--- config.mk ---
export PLATFORM = sky130hd
export DESIGN_NAME = software_timer_table_top
export DESIGN_NICKNAME = d
export VERILOG_FILES = /design/src/rtl/sttab_pkg.sv /design/src/rtl/sttab_cell.sv /design/src/rtl/sttab_emit.sv /design/src/rtl/software_timer_table_top.sv
export SDC_FILE = /design/constraint.sdc
export NUM_CORES = 2
export LEC_CHECK = 0
export BUFFER_PORTS_ARGS = -buffer_cell sky130_fd_sc_hd__buf_2
export CAP_MARGIN = 5
export CORE_MARGIN = 2
export CORE_UTILIZATION = 40
export CTS_CLUSTER_SIZE = 12
export DETAILED_ROUTE_END_ITERATION = 16
export PLACE_DENSITY = 0.58
export SLEW_MARGIN = 20
export SYNTH_ARGS = -nofsm -noshare
export SYNTH_HDL_FRONTEND = slang
export SYNTH_SLANG_ARGS = --single-unit
--- constraint.sdc ---
create_clock -name clk -period 19.8 [get_ports clk]
set_clock_uncertainty 0.15 [all_clocks]
set_input_delay 2.97 -clock clk [delete_from_list [all_inputs] [get_ports clk]]
set_output_delay 2.97 -clock clk [all_outputs]
set_load 0.03 [all_outputs]
--- src/rtl/sttab_pkg.sv ---
// Shared types and constants for the software timer table.
// No dependencies; every other file in rtl/ imports this package.
`default_nettype none

package sttab_pkg;

  // Table size and index widths
  localparam int MAX_TIMERS = 8;
  localparam int IDX_W      = (MAX_TIMERS > 1) ? $clog2(MAX_TIMERS) : 1;
  localparam int CNT_W      = IDX_W + 1;

  // Operation codes carried in the mode field
  localparam logic [1:0] MODE_SET  = 2'd0;
  localparam logic [1:0] MODE_KILL = 2'd1;
  localparam logic [1:0] MODE_TICK = 2'd2;

  // Command payload
  typedef struct packed {
    logic [1:0]  mode;
    logic [7:0]  msg_id;
    logic [15:0] param;
    logic [15:0] period;
  } cmd_t;

  // Message payload
  typedef struct packed {
    logic [7:0]  out_msg_id;
    logic [15:0] out_param;
    logic        last;
  } msg_t;

  // Token that walks the cell row, one cell per cycle unless the row stalls
  typedef struct packed {
    logic             valid;
    logic [1:0]       op;
    logic [7:0]       id;
    logic [15:0]      param;
    logic [15:0]      period;
    logic             matched;
    logic             free_found;
    logic [IDX_W-1:0] free_idx;
    logic [IDX_W-1:0] hi_live;
  } tok_t;

  // Message raised by a cell or by an immediate set
  typedef struct packed {
    logic        valid;
    logic [7:0]  id;
    logic [15:0] param;
  } em_t;

  // End-of-pass slot load, broadcast to all cells
  typedef struct packed {
    logic             en;
    logic [IDX_W-1:0] idx;
    logic [7:0]       id;
    logic [15:0]      param;
    logic [15:0]      period;
  } wr_t;

endpackage

`default_nettype wire

--- src/rtl/sttab_cell.sv ---
// One timer slot of the table plus its stage of the token pipeline.
// Depends on sttab_pkg.
`default_nettype none

module sttab_cell (
  input  logic                    clk,
  input  logic                    rst,
  input  logic                    advance,
  input  logic [sttab_pkg::IDX_W-1:0] my_idx,
  input  logic [sttab_pkg::IDX_W-1:0] top_idx,
  input  sttab_pkg::wr_t          wr,
  input  sttab_pkg::tok_t         tok_in,
  output sttab_pkg::tok_t         tok_out,
  output sttab_pkg::em_t          em
);
  import sttab_pkg::*;

  logic [7:0]  slot_id, slot_id_next;
  logic [15:0] slot_param, slot_param_next;
  logic [15:0] remaining, remaining_next;
  logic [15:0] reload, reload_next;
  tok_t        tok_next;
  logic        live;
  logic        in_span;

  assign live    = (slot_id != 8'd0);
  assign in_span = (my_idx <= top_idx);

  // Apply the passing token to this slot
  always_comb begin
    slot_id_next    = slot_id;
    slot_param_next = slot_param;
    remaining_next  = remaining;
    reload_next     = reload;
    tok_next        = tok_in;
    em              = '0;

    if (tok_in.valid) begin
      case (tok_in.op)
        MODE_SET: begin
          // Remember the highest free slot, reload the first match
          if (in_span && !tok_in.matched) begin
            if (!live) begin
              tok_next.free_found = 1'b1;
              tok_next.free_idx   = my_idx;
            end else if (slot_id == tok_in.id) begin
              slot_param_next  = tok_in.param;
              remaining_next   = tok_in.period;
              reload_next      = tok_in.period;
              tok_next.matched = 1'b1;
            end
          end
        end
        MODE_KILL: begin
          // Free a match, track the highest slot still in use
          if (slot_id == tok_in.id) begin
            slot_id_next = 8'd0;
          end else if (live) begin
            tok_next.hi_live = my_idx;
          end
        end
        MODE_TICK: begin
          // Count down, or fire and reload
          if (in_span && live) begin
            if (remaining != 16'd0) begin
              remaining_next = remaining - 16'd1;
            end else begin
              em.valid       = 1'b1;
              em.id          = slot_id;
              em.param       = slot_param;
              remaining_next = reload;
            end
          end
        end
        default: begin
        end
      endcase
    end

    // Load a free slot picked at the end of a set pass
    if (wr.en && (wr.idx == my_idx)) begin
      slot_id_next    = wr.id;
      slot_param_next = wr.param;
      remaining_next  = wr.period;
      reload_next     = wr.period;
    end
  end

  // Hold slot state and the token stage
  always_ff @(posedge clk) begin
    if (rst) begin
      slot_id       <= 8'd0;
      tok_out.valid <= 1'b0;
    end else if (advance) begin
      slot_id <= slot_id_next;
      tok_out <= tok_next;
    end
    if (advance) begin
      slot_param <= slot_param_next;
      remaining  <= remaining_next;
      reload     <= reload_next;
    end
  end

endmodule

`default_nettype wire

--- src/rtl/sttab_emit.sv ---
// Message output stage: one pending message to resolve the last flag,
// and the output register. Depends on sttab_pkg.
`default_nettype none

module sttab_emit (
  input  logic            clk,
  input  logic            rst,
  input  sttab_pkg::em_t  em,
  input  sttab_pkg::em_t  imm,
  input  logic            fin,
  output logic            stall,
  output logic            msg_valid,
  input  logic            msg_ready,
  output sttab_pkg::msg_t msg
);
  import sttab_pkg::*;

  em_t  pend;
  logic out_free;
  logic push_mid;
  logic push_end;

  assign out_free = !msg_valid || msg_ready;
  assign push_mid = em.valid && pend.valid;
  assign push_end = fin && pend.valid;
  assign stall    = (push_mid || push_end) && !out_free;

  // Hold the pending message and the output register
  always_ff @(posedge clk) begin
    if (rst) begin
      pend.valid <= 1'b0;
      msg_valid  <= 1'b0;
    end else begin
      if (!stall) begin
        if (em.valid) begin
          pend <= em;
        end else if (fin) begin
          pend.valid <= 1'b0;
        end
      end

      if (imm.valid) begin
        msg_valid <= 1'b1;
        msg       <= '{out_msg_id: imm.id, out_param: imm.param, last: 1'b1};
      end else if ((push_mid || push_end) && out_free) begin
        msg_valid <= 1'b1;
        msg       <= '{out_msg_id: pend.id, out_param: pend.param, last: push_end};
      end else if (msg_ready) begin
        msg_valid <= 1'b0;
      end
    end
  end

  // Immediate set lands only in an empty or draining output register
  a_imm_free: assert property (@(posedge clk) disable iff (rst)
    imm.valid |-> out_free && !pend.valid)
    else $error("immediate message with output stage occupied");

  // A message firing and the end of a pass never overlap
  a_one_source: assert property (@(posedge clk) disable iff (rst)
    !(em.valid && fin))
    else $error("message and end of pass in the same cycle");

  // The pending message is drained by the end of the pass
  a_pend_drain: assert property (@(posedge clk) disable iff (rst)
    (fin && !stall) |=> !pend.valid)
    else $error("pending message left after end of pass");

endmodule

`default_nettype wire

--- src/rtl/software_timer_table_top.sv ---
// Top level of the software timer table: command decode, cell row,
// end-of-pass update and output stage. Depends on sttab_pkg, sttab_cell, sttab_emit.
//
//   channel | signals                      | payload
//   --------+------------------------------+------------------------------------
//   command | cmd_valid, cmd_ready, cmd    | mode, msg_id, param, period
//   message | msg_valid, msg_ready, msg    | out_msg_id, out_param, last
//
// A set, kill or tick walks a token down the row of MAX_TIMERS cells, one
// cell per cycle while no stall occurs, then the end-of-pass update is made;
// the next command is taken only after that update.
// Ignored commands and a set with period 0 launch no token and leave busy clear.
// Reset frees all slots at once; no clearing pass is needed.
// A stalled message output freezes the row until the message is taken.
`default_nettype none

module software_timer_table_top (
  input  logic            clk,
  input  logic            rst,
  input  logic            cmd_valid,
  output logic            cmd_ready,
  input  sttab_pkg::cmd_t cmd,
  output logic            msg_valid,
  input  logic            msg_ready,
  output sttab_pkg::msg_t msg
);
  import sttab_pkg::*;

  tok_t             head;
  tok_t             tok [MAX_TIMERS+1];
  em_t              em_cell [MAX_TIMERS];
  em_t              em_any;
  em_t              imm;
  wr_t              wr;
  tok_t             tail;
  logic [IDX_W-1:0] top_idx;
  logic             busy;
  logic             stall;
  logic             advance;
  logic             accept;
  logic             inject;
  logic             fin;
  logic             done;
  logic [CNT_W-1:0] slot;
  logic             slot_ok;
  logic [MAX_TIMERS:0] tok_vld;

  // Command decode
  assign cmd_ready = !busy && (!msg_valid || msg_ready);
  assign accept    = cmd_valid && cmd_ready;
  assign inject    = accept &&
                     (((cmd.mode == MODE_SET) && (cmd.msg_id != 8'd0) && (cmd.period != 16'd0)) ||
                      ((cmd.mode == MODE_KILL) && (cmd.msg_id != 8'd0)) ||
                      (cmd.mode == MODE_TICK));

  always_comb begin
    imm.valid = accept && (cmd.mode == MODE_SET) && (cmd.msg_id != 8'd0) &&
                (cmd.period == 16'd0);
    imm.id    = cmd.msg_id;
    imm.param = cmd.param;
  end

  assign advance = !stall;

  // Launch the token into the row
  always_ff @(posedge clk) begin
    if (rst) begin
      head.valid <= 1'b0;
    end else if (inject) begin
      head <= '{valid: 1'b1, op: cmd.mode, id: cmd.msg_id, param: cmd.param,
                period: cmd.period, matched: 1'b0, free_found: 1'b0,
                free_idx: '0, hi_live: '0};
    end else if (advance) begin
      head.valid <= 1'b0;
    end
  end

  // Cell row
  assign tok[0] = head;

  for (genvar g = 0; g < MAX_TIMERS; g++) begin : g_cell
    sttab_cell u_cell (
      .clk     (clk),
      .rst     (rst),
      .advance (advance),
      .my_idx  (IDX_W'(g)),
      .top_idx (top_idx),
      .wr      (wr),
      .tok_in  (tok[g]),
      .tok_out (tok[g+1]),
      .em      (em_cell[g])
    );
  end

  // Merge cell messages; only the cell holding the token can fire
  always_comb begin
    em_any = '0;
    for (int i = 0; i < MAX_TIMERS; i++) begin
      em_any = em_any | em_cell[i];
    end
  end

  // End of pass
  assign tail    = tok[MAX_TIMERS];
  assign fin     = tail.valid;
  assign done    = fin && advance;
  assign slot    = tail.free_found ? {1'b0, tail.free_idx} : ({1'b0, top_idx} + CNT_W'(1));
  assign slot_ok = (slot < CNT_W'(MAX_TIMERS));

  always_comb begin
    wr.en     = done && (tail.op == MODE_SET) && !tail.matched && slot_ok;
    wr.idx    = slot[IDX_W-1:0];
    wr.id     = tail.id;
    wr.param  = tail.param;
    wr.period = tail.period;
  end

  // Track the used span and the busy flag
  always_ff @(posedge clk) begin
    if (rst) begin
      top_idx <= '0;
      busy    <= 1'b0;
    end else begin
      if (inject) begin
        busy <= 1'b1;
      end else if (done) begin
        busy <= 1'b0;
      end
      if (done && (tail.op == MODE_KILL)) begin
        top_idx <= tail.hi_live;
      end else if (wr.en && (slot > {1'b0, top_idx})) begin
        top_idx <= slot[IDX_W-1:0];
      end
    end
  end

  // Output stage
  sttab_emit u_emit (
    .clk       (clk),
    .rst       (rst),
    .em        (em_any),
    .imm       (imm),
    .fin       (fin),
    .stall     (stall),
    .msg_valid (msg_valid),
    .msg_ready (msg_ready),
    .msg       (msg)
  );

  always_comb begin
    for (int i = 0; i <= MAX_TIMERS; i++) begin
      tok_vld[i] = tok[i].valid;
    end
  end

  // At most one token in the row
  a_one_token: assert property (@(posedge clk) disable iff (rst)
    $countones(tok_vld) <= 1)
    else $error("more than one token in the cell row");

  // Idle means the row is empty
  a_idle_empty: assert property (@(posedge clk) disable iff (rst)
    !busy |-> (tok_vld == '0))
    else $error("token in the row while idle");

  // Busy ends only through an end-of-pass transfer
  a_busy_end: assert property (@(posedge clk) disable iff (rst)
    $fell(busy) |-> $past(done))
    else $error("busy cleared without end of pass");

  // A slot load follows only an unmatched set
  a_wr_set: assert property (@(posedge clk) disable iff (rst)
    wr.en |-> (tail.op == MODE_SET) && !tail.matched && tail.valid)
    else $error("slot load outside an unmatched set");

endmodule

`default_nettype wire

==> flow_summary.yaml <==
cts:
  cts_buffer_depth: 3
  cts.sinks: 940
  cts_tree: "built"
  clkTransAtPathRegs_ns: 0.06
  cts_setup_buffers: 0
  clock_latency_ns: 0.69
  numCtsBuffers: 97
  cts_resized: 0
  htree_levels: 3
  cts_root_buf: "clkbuf_16"
  holdBufCountCts: 0
timing:
  rsz0062_at_grt: "false"
  timing.fmax_mhz: 143
  hold_viol: 0
  tightest_slew_ns: 1.17
  whs_ns: 0.283
  tns_ns: 0
  setup_viol: 0
  fin_crit_sh_pct: 35.4
  slew_headroom_pct: 21.8
  drv_slew: 0
  fin_crit_ns: 7.00
logic_synthesis:
  yosysSeqAreaShare_pct: 67.2
  synth_seq_cells: 940
  synth_area_sq_um: 40800
  synth-edff-count: 861
  yosysUniqueCellTypes: 71
  avgSynthCellArea_sq_um: 11.9
  synth_flop_cell: "edfxtp_1"
  yosysWarnings: 0
  synth.net_count: 3503
  syn_inst: 3436
  ys_async_sr_fraction_pct: 0
pwr:
  clockPowerShare_pct: 42.5
  sw_frac_of_total_pct: 21.5
  p_sw_uw: 887
  pwr-share-seq_pct: 54.9
  intPower_mw: 3.24
  pwr-share-comb_pct: 2.6
  ir_drop_uv: 73.3
  total_leakage_power_nw: 16.2
  power_density_nw_per_um2: 89.8
route:
  ant_nets: 0
  dr.pass1.iters: 7
  remaining_drc_errors: 0
  viasPerCell: 5.52
  drt_wl_total_um: 111000
  initialDrtViolationCount: 2629
  routed-via-count: 27200
  detail_route.wl_per_cell_um: 22.5
setup_path:
  r2r_slack_ns: 14.02
  critical_path.max_fanout: 4
  cp.required_ns: 16.68
  arrival_ns: 3.88
  crit_type: "in2out"
  start_kind: "input port"
  endpoint_kind: "primary output"
global_routing:
  antenna_found_initial: 0
  grt_max_degree: 190
  first_global_vias: 25800
  grt_pass1_wl_um: 166000
  overflow: 0
  grt.total_usage_pct: 21.2
cells_and_area:
  layout_commonest_cell: "nand2_1"
  n_antenna_cell: 0
  drive_above_1_share_pct: 10.1
  syn_to_final_growth_pct: 12.6
  fillerInstances: 9202
  final_cell_mix: "nand2_1 (890), edfxtp_1 (861), nor2_1 (212), a21oi_1 (151), o21ai_0 (120)"
  fin_area_sq_um: 45900
  fin_nets: 3550
  fin_util_pct: 45.3
  layout.cells.non_filler: 4926
place:
  dpl.hpwl_um: 70500
  dpl.cell_count: 4750
  place_congestion: 0.841
  place.port_buffers: 72
  dpl-instance-area_sq_um: 42900
status:
  outcome: "finished, final reports clean"
die:
  rows: 117
  start_util_pct: 40.2
  die_h_um: 323
  boundaryPins: 73
  die_w_um: 323
  coreArea_sq_um: 101000
  dieArea_sq_um: 105000
min_path:
  hold_path.class: "reg2reg"
flow_run:
  cap_violations: 0
path summary, 6_finish.rpt:
| check | end | depth (start not counted) | from |
|---|---|---|---|
| setup / recovery | cmd_ready | 4 | msg_ready |
| hold / removal | g_cell[2].u_cell.tok_out[37] | 0 | g_cell[1].u_cell.tok_out[37] |
| setup reg to reg | g_cell[7].u_cell.tok_out[12] | 11 | g_cell[7].u_cell.slot_id[7] |
| hold reg to reg | g_cell[2].u_cell.tok_out[37] | 0 | g_cell[1].u_cell.tok_out[37] |
per-layer routing:
metal  up-vias  GRT usage, %  part of all wire (%)
li1      12700             -                     -
met3       164          3.26                   6.9
met5         -             0                     0
met1     13400          30.4                    45
met4         0          5.72                   2.2
met2       957          33.5                    46
cell usage after synthesis, types with 4 or more instances:
cell / n / area share [%]
nand2_1: 898 / 8.3
edfxtp_1: 861 / 63
nor2_1: 222 / 2.0
a21oi_1: 153 / 1.9
clkbuf_1: 148 / 1.4
o21ai_0: 128 / 1.6
a211oi_1: 86 / 1.6
xnor2_1: 82 / 1.8
dfxtp_1: 79 / 3.9
a22o_1: 65 / 1.4
xor2_1: 61 / 1.3
nor4_1: 54 / 0.83
a22oi_1: 52 / 0.96
nand4_1: 51 / 0.78
nor3_1: 45 / 0.55
nand2b_1: 39 / 0.60
inv_1: 37 / 0.34
nor2b_1: 28 / 0.43
mux2_2: 25 / 0.69
a222oi_1: 24 / 0.59
clkbuf_2: 22 / 0.27
ha_1: 21 / 0.64
nand3_1: 21 / 0.26
mux2i_1: 20 / 0.49
a31oi_1: 15 / 0.23
buf_1: 15 / 0.14
or4_1: 15 / 0.28
or3_1: 14 / 0.21
and2_1: 11 / 0.17
o211ai_1: 10 / 0.18
o31ai_1: 10 / 0.18
nor3b_1: 9 / 0.17
o41ai_1: 9 / 0.19
and3_1: 8 / 0.12
nor4b_1: 8 / 0.17
or2_2: 8 / 0.12
and4_1: 7 / 0.15
nand3b_1: 7 / 0.13
o22ai_4: 7 / 0.34
a2111oi_0: 5 / 0.11
and4b_1: 5 / 0.12
buf_2: 5 / 0.061
nand4b_1: 5 / 0.11
o21a_1: 4 / 0.074
stage by stage:
stage	worst slack, ns	power (mW)
6_report	12.80	4.13
5_1_grt	12.75	4.25
4_1_cts	12.84	4.16
3_5_place_dp	12.65	2.41
3_3_place_gp	12.84	2.41
2_1_floorplan	5.20	2.37
final cells by class:
type | instances | area (sq um) | share of cell area [%]
Clock inverter | 32 | 284 | 0.618
Tap cell | 1368 | 1710 | 3.73
Sequential cell | 940 | 27400 | 59.7
Timing Repair Buffer | 142 | 922 | 2.01
Inverter | 37 | 139 | 0.302
Multi-Input combinational cell | 2265 | 12700 | 27.7
Clock buffer | 142 | 2730 | 5.94
flip-flops by register name, summed over array words and instances (netlist names):
signal and cells:
g_cell.u_cell.tok_out 394, g_cell.u_cell.reload 128, g_cell.u_cell.remaining 128, g_cell.u_cell.slot_param 128, g_cell.u_cell.slot_id 64, head 43, u_emit.msg 25, u_emit.pend 25
top_idx 3, busy 1, u_emit.msg_valid 1
worst max-delay path, stage by stage:
cell and delay, ns:
buf_2 0.10, nor2b_1 0.47, nor2_1 0.13, buf_2 0.21
power by group through the flow:
stage | Combinational, mW | Sequential [mW] | Clock, mW
final | 0.105 | 2.27 | 1.75
after CTS | 0.105 | 2.27 | 1.79
after floorplan | 0.0804 | 2.29 | 0
after global placement | 0.103 | 2.31 | 0
after global routing | 0.119 | 2.27 | 1.86
after detailed placement | 0.105 | 2.31 | 0
cell families after synthesis:
group | after synthesis | share of synthesized area [%]
AND/OR/NAND/NOR | 1468 | 15.8
AO/OA/AOI/OAI | 588 | 9.78
buffers and inverters | 231 | 2.27
adder cells (fa/ha/maj) | 21 | 0.644
flip-flops | 940 | 67.2
multiplexers | 45 | 1.18
XOR/XNOR | 143 | 3.07
Note: power is estimated with default switching activity, not from simulation.
